`config.mk`:
```
export PLATFORM = sky130hd
export DESIGN_NAME = row_scan_touch_position_tracker_unit
export DESIGN_NICKNAME = d
export VERILOG_FILES = /design/src/hw/rtl/rstp_pkg.sv /design/src/hw/rtl/rstp_encode.sv /design/src/hw/rtl/rstp_fsm.sv /design/src/hw/rtl/row_scan_touch_position_tracker_unit.sv
export SDC_FILE = /design/constraint.sdc
export NUM_CORES = 1
export LEC_CHECK = 0
export ABC_AREA = 1
export BUFFER_PORTS_ARGS = -buffer_cell sky130_fd_sc_hd__buf_2
export CORE_MARGIN = 4
export CORE_UTILIZATION = 51
export CTS_CLUSTER_SIZE = 24
export DETAILED_ROUTE_END_ITERATION = 16
export PLACE_DENSITY = 0.73
export SLEW_MARGIN = 0
export SYNTH_ARGS = -nofsm -noshare
export SYNTH_HDL_FRONTEND = slang
export SYNTH_SLANG_ARGS = --single-unit
```
`constraint.sdc`:
```
create_clock -name clk -period 3.5 [get_ports clk]
set_clock_uncertainty 0.2 [all_clocks]
set_input_delay 0.7 -clock clk [delete_from_list [all_inputs] [get_ports clk]]
set_output_delay 0.7 -clock clk [all_outputs]
set_load 0.1 [all_outputs]
```
`src/hw/rtl/rstp_pkg.sv`:
```
// Shared types and constants for the row-scan touch position tracker.
package rstp_pkg;

    // Width of one scanned row on the input stream.
    localparam int ROW_BITS_W = 32;
    // Width of a position index.
    localparam int POS_W = 5;
    // Stream data width: the position padded to a whole byte.
    localparam int TDATA_W = 8;

    // Tracker modes; the unused encoding behaves as idle.
    typedef enum logic [1:0] {
        MODE_IDLE     = 2'd0,
        MODE_TRACK    = 2'd1,
        MODE_RELEASED = 2'd2
    } mode_t;

    // What the encoder reports for one row.
    typedef struct packed {
        logic             empty;
        logic [POS_W-1:0] position;
    } row_info_t;

    // What the tracker shows.
    typedef struct packed {
        logic             point_valid;
        logic [POS_W-1:0] position;
    } shown_t;

endpackage

```
`src/hw/rtl/rstp_encode.sv`:
```
// Priority encoders for one row: emptiness and mean of first and last set index.
module rstp_encode (
    input  logic [rstp_pkg::ROW_BITS_W-1:0] row,
    output rstp_pkg::row_info_t             info
);
    import rstp_pkg::*;

    logic [POS_W-1:0] first_idx;
    logic [POS_W-1:0] last_idx;
    logic [POS_W:0]   idx_sum;

    // Lowest set bit: scan from the top so the lowest hit wins.
    always_comb
    begin
        first_idx = '0;
        for (int i = ROW_BITS_W - 1; i >= 0; i--)
        begin
            if (row[i])
            begin
                first_idx = POS_W'(i);
            end
        end
    end

    // Highest set bit: scan from the bottom so the highest hit wins.
    always_comb
    begin
        last_idx = '0;
        for (int i = 0; i < ROW_BITS_W; i++)
        begin
            if (row[i])
            begin
                last_idx = POS_W'(i);
            end
        end
    end

    // Truncated mean; an empty row gives zero since both indexes are zero.
    assign idx_sum       = {1'b0, first_idx} + {1'b0, last_idx};
    assign info.position = idx_sum[POS_W:1];
    assign info.empty    = (row == '0);

endmodule

```
`src/hw/rtl/rstp_fsm.sv`:
```
// Tracking state machine: mode, previous-row emptiness, held and shown position.
module rstp_fsm (
    input  logic                clk,
    input  logic                rst_n,
    input  logic                step,
    input  rstp_pkg::row_info_t info,
    output rstp_pkg::shown_t    shown_next
);
    import rstp_pkg::*;

    mode_t            mode_reg;
    mode_t            mode_next;
    logic             prev_empty_reg;
    logic [POS_W-1:0] held_pos_reg;
    logic [POS_W-1:0] held_pos_next;
    shown_t           shown_reg;

    // Next mode.
    always_comb
    begin
        mode_next = mode_reg;
        unique case (mode_reg)
            MODE_TRACK:
            begin
                if (info.empty && !prev_empty_reg)
                begin
                    mode_next = MODE_RELEASED;
                end
            end
            MODE_RELEASED:
            begin
                if (info.empty && prev_empty_reg)
                begin
                    mode_next = MODE_IDLE;
                end
            end
            default:
            begin
                if (!info.empty && prev_empty_reg)
                begin
                    mode_next = MODE_TRACK;
                end
            end
        endcase
    end

    // Held and shown position for this row.
    always_comb
    begin
        held_pos_next = held_pos_reg;
        shown_next    = shown_reg;
        unique case (mode_reg)
            MODE_TRACK:
            begin
                if (!(info.empty && !prev_empty_reg))
                begin
                    held_pos_next          = info.position;
                    shown_next.point_valid = 1'b1;
                    shown_next.position    = info.position;
                end
            end
            MODE_RELEASED:
            begin
                if (info.empty && prev_empty_reg)
                begin
                    shown_next.point_valid = 1'b0;
                    shown_next.position    = '0;
                end
            end
            default:
            begin
                if (!info.empty && prev_empty_reg)
                begin
                    shown_next.point_valid = 1'b1;
                    shown_next.position    = held_pos_reg;
                end
            end
        endcase
    end

    // State registers advance once per row.
    always_ff @(posedge clk or negedge rst_n)
    begin
        if (!rst_n)
        begin
            mode_reg       <= MODE_IDLE;
            prev_empty_reg <= 1'b1;
            held_pos_reg   <= '0;
            shown_reg      <= '0;
        end
        else if (step)
        begin
            mode_reg       <= mode_next;
            prev_empty_reg <= info.empty;
            held_pos_reg   <= held_pos_next;
            shown_reg      <= shown_next;
        end
    end

endmodule

```
`src/hw/rtl/row_scan_touch_position_tracker_unit.sv`:
```
// Top level of the row-scan touch position tracker.
//
// Takes one scanned sensor row per request and returns one result per row:
// a valid flag and the shown touch position. A row is captured in an input
// register, passes through the priority encoders and the tracking state
// machine, and lands in a result register once that register is free or
// being emptied, so one row can be taken every cycle while the output is not
// blocked. The input register and the result register are the two pipeline
// stages; the input keeps accepting while a finished result waits, and
// stops only when both stages are full and the result is not taken. Only
// the low ROW_WIDTH bits of a row count (at most 32).
module row_scan_touch_position_tracker_unit #(
    parameter int ROW_WIDTH = 32
) (
    input  logic                               clk,
    input  logic                               rst_n,
    input  logic                               s_axis_tvalid,
    output logic                               s_axis_tready,
    // [31:0] row_bits
    input  logic [rstp_pkg::ROW_BITS_W-1:0]    s_axis_tdata,
    output logic                               m_axis_tvalid,
    input  logic                               m_axis_tready,
    // [4:0] position, [7:5] zero
    output logic [rstp_pkg::TDATA_W-1:0]       m_axis_tdata,
    // [0] point_valid
    output logic                               m_axis_tuser
);
    import rstp_pkg::*;

    localparam int EffWidth = (ROW_WIDTH < ROW_BITS_W) ? ROW_WIDTH : ROW_BITS_W;
    localparam logic [ROW_BITS_W-1:0] RowMask =
        ROW_BITS_W'((65'(1) << EffWidth) - 65'(1));

    logic                  in_valid_reg;
    logic [ROW_BITS_W-1:0] in_row_reg;
    logic                  out_valid_reg;
    shown_t                out_shown_reg;
    logic                  advance;
    row_info_t             info;
    shown_t                shown_next;

    // A row moves on when the result register is free or being emptied.
    assign advance       = in_valid_reg && (!out_valid_reg || m_axis_tready);
    assign s_axis_tready = !in_valid_reg || advance;

    // Input register.
    always_ff @(posedge clk or negedge rst_n)
    begin
        if (!rst_n)
        begin
            in_valid_reg <= 1'b0;
        end
        else if (s_axis_tready)
        begin
            in_valid_reg <= s_axis_tvalid;
        end
    end

    always_ff @(posedge clk)
    begin
        if (s_axis_tvalid && s_axis_tready)
        begin
            in_row_reg <= s_axis_tdata & RowMask;
        end
    end

    rstp_encode u_encode (
        .row  (in_row_reg),
        .info (info)
    );

    rstp_fsm u_fsm (
        .clk        (clk),
        .rst_n      (rst_n),
        .step       (advance),
        .info       (info),
        .shown_next (shown_next)
    );

    // Result register.
    always_ff @(posedge clk or negedge rst_n)
    begin
        if (!rst_n)
        begin
            out_valid_reg <= 1'b0;
        end
        else if (advance)
        begin
            out_valid_reg <= 1'b1;
        end
        else if (m_axis_tready)
        begin
            out_valid_reg <= 1'b0;
        end
    end

    always_ff @(posedge clk)
    begin
        if (advance)
        begin
            out_shown_reg.point_valid <= shown_next.point_valid;
            out_shown_reg.position    <= shown_next.point_valid ? shown_next.position : '0;
        end
    end

    assign m_axis_tvalid = out_valid_reg;
    assign m_axis_tuser  = out_shown_reg.point_valid;
    assign m_axis_tdata  = {{(TDATA_W - POS_W){1'b0}}, out_shown_reg.position};

endmodule

```
==> results.json, run 1 <==
{
  "portBuffers": 43,
  "clk_pin_slew_worst_paths_ns": 0.10,
  "worstMarginPinSlew_ns": 0.5504,
  "final.setup.worst_slack_ns": -0.3912,
  "initial_core_util": 0.5331,
  "num_vias": 2435,
  "gr-usage-all-layers": 0.1757,
  "cellInternalPower_mw": 1.309,
  "n_antenna_cell": 0,
  "synthToLayoutAreaGrowth_pct": 22.91,
  "end_kind": "register",
  "ys_seq_area_frac": 0.5192,
  "p_sw_mw": 0.9003,
  "total_power_mw": 2.209,
  "critPathKind": "reg2reg",
  "fin_crit_ns": 3.891,
  "grt_overflow": 0,
  "netlist_area_sq_um": 2972,
  "cp_max_fo": 3,
  "rsz0062_at_grt": "true",
  "pwr-share-seq": 0.411,
  "hold_class": "in2async",
  "syn_avg_cell_area_sq_um": 8.031,
  "grt_pass1_vias": 2346,
  "viasPerCell": 4.647,
  "synth_cells": 370,
  "final_nets": 494,
  "start_kind": "register",
  "drt_wl_total_um": 5886,
  "hold_buffers": 0,
  "synth_cell_type_count": 29,
  "final_layout_size_suffix_gt1_frac": 0.2566,
  "synth_edf_count": 38,
  "crit_top_cell": "buf_4",
  "drtPass1Iterations": 4,
  "cts_max_path_buffers": 2,
  "cap_violations": 0,
  "cts.sinks": 54,
  "drt_iter0_markers": 138,
  "violations": "setup timing",
  "ant_nets": 0,
  "wire_per_inst_um": 11.23,
  "die_w_um": 84.33,
  "cts_buffers": 5,
  "core_sq_um": 5574,
  "htreeDepth": 2,
  "clk_latency_ns": 0.31,
  "gp_congestion": 0.8900,
  "worstPathArrival_ns": 3.76,
  "power.leakage_nw": 1.848,
  "synth.largest_area_cell": "edfxtp_1",
  "post-route-period-util": 1.112,
  "grt_max_degree": 33,
  "yosys_warnings": 0,
  "ir_drop_uv": 421.9,
  "fp.dieArea_sq_um": 7112,
  "core.rowCount": 27,
  "cp_slowest_cell": "edfxtp_1",
  "dpl.hpwl_um": 4199,
  "final_max_slew_viol_count": 0,
  "yosys.area.top_type_share": 0.3840,
  "dp_cells": 497,
  "crit_required_ns": 3.37,
  "final_common_cell": "nand2_1",
  "slew_headroom": 0.6297,
  "outcome": "finished with violations",
  "pwr_density_cell_nw_per_um2": 604.9,
  "p_comb_frac": 0.401,
  "async_reset_ff_frac": 0.2963,
  "ios": 47,
  "die_h_um": 84.33,
  "antenna_found_initial": 0,
  "synth-main-ff-cell": "edfxtp_1",
  "swShare": 0.4075,
  "finalNonFillerCells": 524,
  "setup_viol": 7,
  "layout_common_cells": "137 x nand2_1, 51 x inv_1, 43 x buf_2",
  "root_buffer": "clkbuf_8",
  "clkPwrFrac": 0.188,
  "synth_area_leaders": "edfxtp_1 38%, nand2_1 18%, dfrtp_1 13%",
  "synth_seq_cells": 54,
  "drc": 0,
  "slowest_delay_ns": 0.39,
  "cts_tree": "done",
  "largest_reg_flops": 32,
  "grt_first_pass_wirelength_um": 10230,
  "timing.fmax_ghz": 0.2570,
  "hold_violations": 0
}
metrics by stage:
step / hold WS [ns] / cell area (sq um) / setup WS, ns / utilization / TNS, ns
after global routing: 0.1121 / 3652 / -0.8685 / 0.6552 / -5.633
after detailed placement: 0.2742 / 3348 / -0.2751 / 0.6007 / -0.7928
final: 0.08764 / 3652 / -0.3912 / 0.6552 / -1.756
after floorplan: 0.2044 / 2985 / 0.02437 / - / 0
after global placement: 0.2626 / 3348 / -0.2130 / 0.6007 / -0.5716
after CTS: 0.1018 / 3588 / -0.2802 / 0.6438 / -1.046
area by class of cell:
| cell class | count | area (sq um) |
|---|---|---|
| clock buffer | 5 | 68.82 |
| sequential | 54 | 1543 |
| fill | 479 | 1922 |
| inverter | 65 | 271.5 |
| clock inverter | 3 | 43.79 |
| timing repair buffer | 76 | 466.7 |
| tap | 72 | 90.09 |
| multi-input combinational | 249 | 1169 |
worst max-delay path, delay by kind of cell, from the launching register on:
kind                     cells  cell delay (ns)
buffers and inverters       15             1.67
AND/OR/NAND/NOR              7             0.58
flip-flops                   1             0.39
AO/OA/AOI/OAI                4             0.36
XOR/XNOR                     1             0.24
adder cells (fa/ha/maj)      1             0.21
cell families after synthesis:
group	Yosys count	share of synthesized area
simple gates	191	0.2505
buf+inv	69	0.1074
flops	54	0.5192
compound gates	46	0.08379
fa+ha+maj	7	0.03200
xor+xnor	2	0.005896
other cells	1	0.001262
power by group through the flow:
stage               Combinational (mW)  Sequential, mW  Clock, mW
floorplan                        0.495            1.11          0
global placement                 0.809           0.914          0
detailed placement               0.829           0.917          0
CTS                              0.853           0.906      0.425
global route                     0.984           0.924      0.461
finish                           0.887           0.907      0.415
what timing repair did:
action / 4_1_cts / 5_1_grt
pin swaps: 2 / 9
setup endpoints to repair: 5 / 12
setup buffers: 15 / 5
cloned: 0 / 0
resized for setup: 5 / 13
cells in the mapped netlist (2+ instances only):
cell type    n
o21ai_0     14
nor2_1      37
nand2_2      3
xor2_1       2
a211oi_1     2
edfxtp_1    38
inv_1       52
nand2_1    142
inv_2       10
a21oi_1     12
o21ai_1     12
o211ai_1     2
bufinv_8     2
buf_4        3
nand3_1      6
ha_1         6
dfrtp_1     15
per-layer routing:
| metal | track usage | routed length [um] |
|---|---|---|
| met1 | 0.2446 | 2813 |
| met2 | 0.2769 | 2706 |
| met3 | 0.04122 | 313 |
| met4 | 0.04892 | 52 |
| met5 | 0 | 0 |
worst paths after layout:
check	depth (start not counted)	to	startpoint	slack, ns
max	28	m_axis_tdata[3]$_SDFFCE_PN0P_	in_row_reg[29]$_DFFE_PP_	-0.39
min	1	u_fsm.shown_reg[0]$_DFFE_PN0P_	rst_n	0.09
max reg2reg	28	m_axis_tdata[3]$_SDFFCE_PN0P_	in_row_reg[29]$_DFFE_PP_	-0.39
min reg2reg	2	u_fsm.held_pos_reg[0]$_DFFE_PN0P_	u_fsm.held_pos_reg[0]$_DFFE_PN0P_	0.29
max in group asynchronous	1	u_fsm.prev_empty_reg$_DFFE_PN1P_	rst_n	2.70
min in group clk	2	u_fsm.held_pos_reg[0]$_DFFE_PN0P_	u_fsm.held_pos_reg[0]$_DFFE_PN0P_	0.29
Note: power is estimated with default switching activity, not from simulation.
==> run 2: changes to the inputs <==
--- a/config.mk
+++ b/config.mk
@@ -8,10 +8,10 @@
 export ABC_AREA = 1
 export BUFFER_PORTS_ARGS = -buffer_cell sky130_fd_sc_hd__buf_2
 export CORE_MARGIN = 4
-export CORE_UTILIZATION = 51
+export CORE_UTILIZATION = 57
 export CTS_CLUSTER_SIZE = 24
 export DETAILED_ROUTE_END_ITERATION = 16
-export PLACE_DENSITY = 0.73
+export PLACE_DENSITY = 0.77
 export SLEW_MARGIN = 0
 export SYNTH_ARGS = -nofsm -noshare
 export SYNTH_HDL_FRONTEND = slang
==> constraint.sdc (replaced) <==
create_clock -name clk -period 4.4 [get_ports clk]
set_clock_uncertainty 0.2 [all_clocks]
set_input_delay 0.88 -clock clk [delete_from_list [all_inputs] [get_ports clk]]
set_output_delay 0.88 -clock clk [all_outputs]
set_load 0.1 [all_outputs]
==> results.json, run 2 (synthesis results as in run 1) <==
{
  "initial_core_util": 0.5856,
  "clk_latency_ns": 0.31,
  "grt_max_degree": 33,
  "root_buffer": "clkbuf_8",
  "die_h_um": 80.21,
  "worstPathArrival_ns": 3.70,
  "routedLengthMet1_um": 2501,
  "slew_headroom": 0.2334,
  "fp.dieArea_sq_um": 6433,
  "setup_tns_ns": 0,
  "num_vias": 2298,
  "ant_nets": 0,
  "crit_top_cell": "nand2_1",
  "synthToLayoutAreaGrowth_pct": 11.96,
  "core.rowCount": 26,
  "gp_congestion": 0.8809,
  "hold_class": "in2async",
  "ir_drop_uv": 365.9,
  "start_kind": "register",
  "drtPass1Iterations": 4,
  "core_sq_um": 5075,
  "crit_required_ns": 4.27,
  "dpl.hpwl_um": 3904,
  "layout_common_cells": "142 x nand2_1, 52 x inv_1, 43 x buf_2",
  "crit_family": "simple AND/OR/NAND/NOR gates",
  "timing.fmax_ghz": 0.2612,
  "cts_setup_buffers": 0,
  "pwr_density_cell_nw_per_um2": 489.0,
  "grt_first_pass_wirelength_um": 8728,
  "cts_tree": "done",
  "cp_slowest_cell": "edfxtp_1",
  "largest_reg_flops": 32,
  "portBuffers": 43,
  "setup_viol": 0,
  "grt_overflow": 0,
  "wl_met3_um": 223,
  "htreeDepth": 2,
  "cts_buffers": 5,
  "hold_buffers": 0,
  "n_antenna_cell": 0,
  "drc": 0,
  "ios": 47,
  "final_nets": 461,
  "worstMarginPinSlew_ns": 1.149,
  "rsz0062_at_grt": "false",
  "r2r_end": "m_axis_tdata[3]$_SDFFCE_PN0P_",
  "critPathKind": "reg2reg",
  "cap_violations": 0,
  "wl_met2_um": 2233,
  "gr-usage-all-layers": 0.1732,
  "total_power_mw": 1.627,
  "cts.sinks": 54,
  "crit_buf_inv": 2,
  "cp_max_fo": 3,
  "end_kind": "register",
  "drt_iter0_markers": 110,
  "final_common_cell": "nand2_1",
  "grt_pass1_vias": 2180,
  "viasPerCell": 4.699,
  "r2r_cells": 41,
  "fill_cells": 452,
  "hold_violations": 0,
  "final_layout_size_suffix_gt1_frac": 0.1647,
  "die_w_um": 80.21,
  "top_layer": "met4",
  "cts_max_path_buffers": 2,
  "clk_pin_slew_worst_paths_ns": 0.09,
  "regToRegSetupSlack_ns": 0.57,
  "fin_crit_ns": 3.828,
  "antenna_found_initial": 0,
  "worstReg2RegStart": "in_row_reg[29]$_DFFE_PP_",
  "final_max_slew_viol_count": 0,
  "drt_wl_total_um": 5033,
  "slowest_delay_ns": 0.43,
  "power.leakage_nw": 1.661,
  "wire_per_inst_um": 10.29,
  "outcome": "finished clean",
  "post-route-period-util": 0.8700
}
==> run 2: stage by stage <==
step | std cells | setup slack, ns | util | hold slack (ns) | cell area (sq um)
after floorplan | 372 | 0.8184 | - | 0.2367 | 2979
after global placement | 481 | 0.6024 | 0.6373 | 0.2761 | 3234
after detailed placement | 481 | 0.5176 | 0.6373 | 0.2804 | 3234
after CTS | 489 | 0.4866 | 0.6543 | 0.2740 | 3321
after global routing | 489 | 0.01088 | 0.6556 | 0.2940 | 3327
final | 489 | 0.5719 | 0.6556 | 0.2793 | 3327
==> run 2: final cells by class <==
cell class / count / area, sq um / share of cell area
multi-input cells: 249 / 1124 / 0.3377
clock buffers: 6 / 72.57 / 0.02181
clock inverters: 2 / 13.76 / 0.004137
inverters: 65 / 271.5 / 0.08161
well taps: 70 / 87.58 / 0.02633
repair buffers: 43 / 215.2 / 0.06469
flip-flops and latches: 54 / 1543 / 0.4637
==> run 2: worst max-delay path by stage <==
stage | startpoint | to | depth (start not counted)
after global routing | in_row_reg[31]$_DFFE_PP_ | m_axis_tdata[3]$_SDFFCE_PN0P_ | 41
after floorplan | in_row_reg[29]$_DFFE_PP_ | m_axis_tdata[3]$_SDFFCE_PN0P_ | 41
after detailed placement | in_row_reg[1]$_DFFE_PP_ | m_axis_tdata[3]$_SDFFCE_PN0P_ | 41
final | in_row_reg[29]$_DFFE_PP_ | m_axis_tdata[3]$_SDFFCE_PN0P_ | 41
after global placement | in_row_reg[3]$_DFFE_PP_ | m_axis_tdata[3]$_SDFFCE_PN0P_ | 41
after CTS | in_row_reg[3]$_DFFE_PP_ | m_axis_tdata[3]$_SDFFCE_PN0P_ | 41
==> run 2: where the power goes <==
part / leakage, nW / switching (mW) / internal [mW] / total (mW)
sequential: 0.567 / 0.0525 / 0.668 / 0.721
combinational: 1.05 / 0.471 / 0.166 / 0.637
clock: 0.0417 / 0.156 / 0.113 / 0.269
==> run 2: timing repair <==
action                                  CTS  global route
endpoints found under the hold margin     0             0
endpoints found under the setup margin    0             2
resized for setup                         0             3
==> run 2: layer usage <==
| metal | vias to the layer above | track usage |
|---|---|---|
| met3 | 8 | 0.03587 |
| met1 | 999 | 0.2272 |
| met5 | - | 0 |
| met2 | 43 | 0.2798 |
| li1 | 1248 | - |
| met4 | 0 | 0.07095 |
==> run 3: changes to the inputs <==
--- a/config.mk
+++ b/config.mk
@@ -7,7 +7,7 @@
 export LEC_CHECK = 0
 export ABC_AREA = 1
 export BUFFER_PORTS_ARGS = -buffer_cell sky130_fd_sc_hd__buf_2
-export CORE_MARGIN = 4
+export CORE_MARGIN = 2
 export CORE_UTILIZATION = 57
 export CTS_CLUSTER_SIZE = 24
 export DETAILED_ROUTE_END_ITERATION = 16
==> results.json, run 3 (synthesis results as in run 1) <==
{
  "final_layout_size_suffix_gt1_frac": 0.1599,
  "drtPass1Iterations": 4,
  "fill_cells": 427,
  "fin_crit_ns": 3.935,
  "htreeDepth": 2,
  "regToRegSetupSlack_ns": 0.46,
  "core.rowCount": 26,
  "crit_top_cell": "nand2_1",
  "pwr-share-seq": 0.430,
  "portBuffers": 43,
  "crit_buf_inv": 1,
  "slew_headroom": 0.2327,
  "ir_drop_uv": 397.4,
  "end_kind": "register",
  "grt_max_degree": 33,
  "swShare": 0.4018,
  "cp_slowest_cell": "fa_1",
  "cts_buffers": 5,
  "clkPwrFrac": 0.193,
  "worstReg2RegStart": "in_row_reg[31]$_DFFE_PP_",
  "post-route-period-util": 0.8944,
  "hold_class": "in2async",
  "final_max_slew_viol_count": 0,
  "cp_max_fo": 3,
  "ant_nets": 0,
  "grt_overflow": 0,
  "seqCellArea_sq_um": 1543,
  "clk_pin_slew_worst_paths_ns": 0.09,
  "viasPerCell": 4.730,
  "r2r_end": "m_axis_tdata[3]$_SDFFCE_PN0P_",
  "final_common_cell": "nand2_1",
  "cts.sinks": 54,
  "setup_viol": 0,
  "clk_latency_ns": 0.31,
  "num_vias": 2313,
  "worstPathArrival_ns": 3.80,
  "drc": 0,
  "hold_buffers": 0,
  "drt_wl_total_um": 4912,
  "slowest_delay_ns": 0.45,
  "core_sq_um": 5075,
  "grt_pass1_vias": 2119,
  "worstMarginPinSlew_ns": 1.150,
  "power.leakage_nw": 1.674,
  "drt_iter0_markers": 94,
  "antenna_found_initial": 0,
  "multi_input_area_sq_um": 1117,
  "setup_tns_ns": 0,
  "start_kind": "register",
  "cellInternalPower_mw": 1.004,
  "initial_core_util": 0.5856,
  "dp_cells": 481,
  "p_sw_mw": 0.6742,
  "die_w_um": 76.21,
  "n_antenna_cell": 0,
  "gr-usage-all-layers": 0.1828,
  "dpl.hpwl_um": 3827,
  "pwr_density_cell_nw_per_um2": 501.5,
  "cts_setup_buffers": 0,
  "p_comb_frac": 0.378,
  "ios": 47,
  "finalNonFillerCells": 489,
  "synthToLayoutAreaGrowth_pct": 12.59,
  "crit_family": "simple AND/OR/NAND/NOR gates",
  "wire_per_inst_um": 10.04,
  "crit_required_ns": 4.27,
  "critPathKind": "reg2reg",
  "layout_common_cells": "142 x nand2_1, 52 x inv_1, 43 x buf_2",
  "largest_reg_flops": 32,
  "grt_first_pass_wirelength_um": 8604,
  "fp.dieArea_sq_um": 5807,
  "outcome": "finished clean",
  "die_h_um": 76.21,
  "rsz0062_at_grt": "false",
  "cts_tree": "done",
  "cts_max_path_buffers": 2,
  "timing.fmax_ghz": 0.2541,
  "root_buffer": "clkbuf_8",
  "r2r_cells": 41,
  "cap_violations": 0,
  "hold_violations": 0,
  "ctsResizeCount": 0,
  "final_nets": 461,
  "gp_congestion": 0.8559
}
## run 3: cell type report
cell class                 count  share of cell area
inverter                      65             0.08115
tap                           70             0.02618
clock inverter                 2             0.01159
clock buffer                   6             0.02169
multi-input combinational    249              0.3340
timing repair buffer          43             0.06432
sequential                    54              0.4611
## run 3: worst register-to-register path, delay by kind of cell (launching register included)
family          cells  cell delay [ns]
simple gates       34             1.90
buf+inv             1             0.03
xor+xnor            1             0.23
compound gates      4             0.44
fa+ha+maj           1             0.45
flops               1             0.43
## run 3: power by group through the flow
stage | registers, mW | clock network [mW] | logic, mW
5_1_grt | 0.732 | 0.356 | 0.700
3_3_place_gp | 0.728 | 0 | 0.619
4_1_cts | 0.721 | 0.331 | 0.633
6_report | 0.721 | 0.324 | 0.633
2_1_floorplan | 0.884 | 0 | 0.392
3_5_place_dp | 0.730 | 0 | 0.631
## run 3: worst max-delay path by stage
stage                                        start                             to  slack (ns)  depth (start not counted)
after floorplan           in_row_reg[29]$_DFFE_PP_  m_axis_tdata[3]$_SDFFCE_PN0P_        0.82                         41
after global placement     in_row_reg[3]$_DFFE_PP_  m_axis_tdata[3]$_SDFFCE_PN0P_        0.60                         41
after detailed placement  in_row_reg[31]$_DFFE_PP_  m_axis_tdata[3]$_SDFFCE_PN0P_        0.51                         41
after CTS                 in_row_reg[31]$_DFFE_PP_  m_axis_tdata[3]$_SDFFCE_PN0P_        0.47                         41
after global routing       in_row_reg[1]$_DFFE_PP_  m_axis_tdata[3]$_SDFFCE_PN0P_        0.07                         41
final                     in_row_reg[31]$_DFFE_PP_  m_axis_tdata[3]$_SDFFCE_PN0P_        0.46                         41
## run 3: layer usage
| metal | track usage | share of wire |
|---|---|---|
| met1 | 0.2369 | 0.49 |
| met3 | 0.05332 | 0.043 |
| met2 | 0.3044 | 0.46 |
| met4 | 0.04364 | 0.0098 |
| met5 | 0 | 0 |
## run 3: per-stage QoR
step | hold WS, ns | cell area [sq um] | utilization | setup WS, ns | power [mW]
2_1_floorplan | 0.2367 | 2979 | - | 0.8184 | 1.276
4_1_cts | 0.2759 | 3346 | 0.6593 | 0.4715 | 1.685
5_1_grt | 0.2769 | 3346 | 0.6593 | 0.07082 | 1.788
3_5_place_dp | 0.2851 | 3234 | 0.6373 | 0.5052 | 1.361
6_report | 0.2688 | 3346 | 0.6593 | 0.4648 | 1.678
3_3_place_gp | 0.2757 | 3234 | 0.6373 | 0.5999 | 1.347
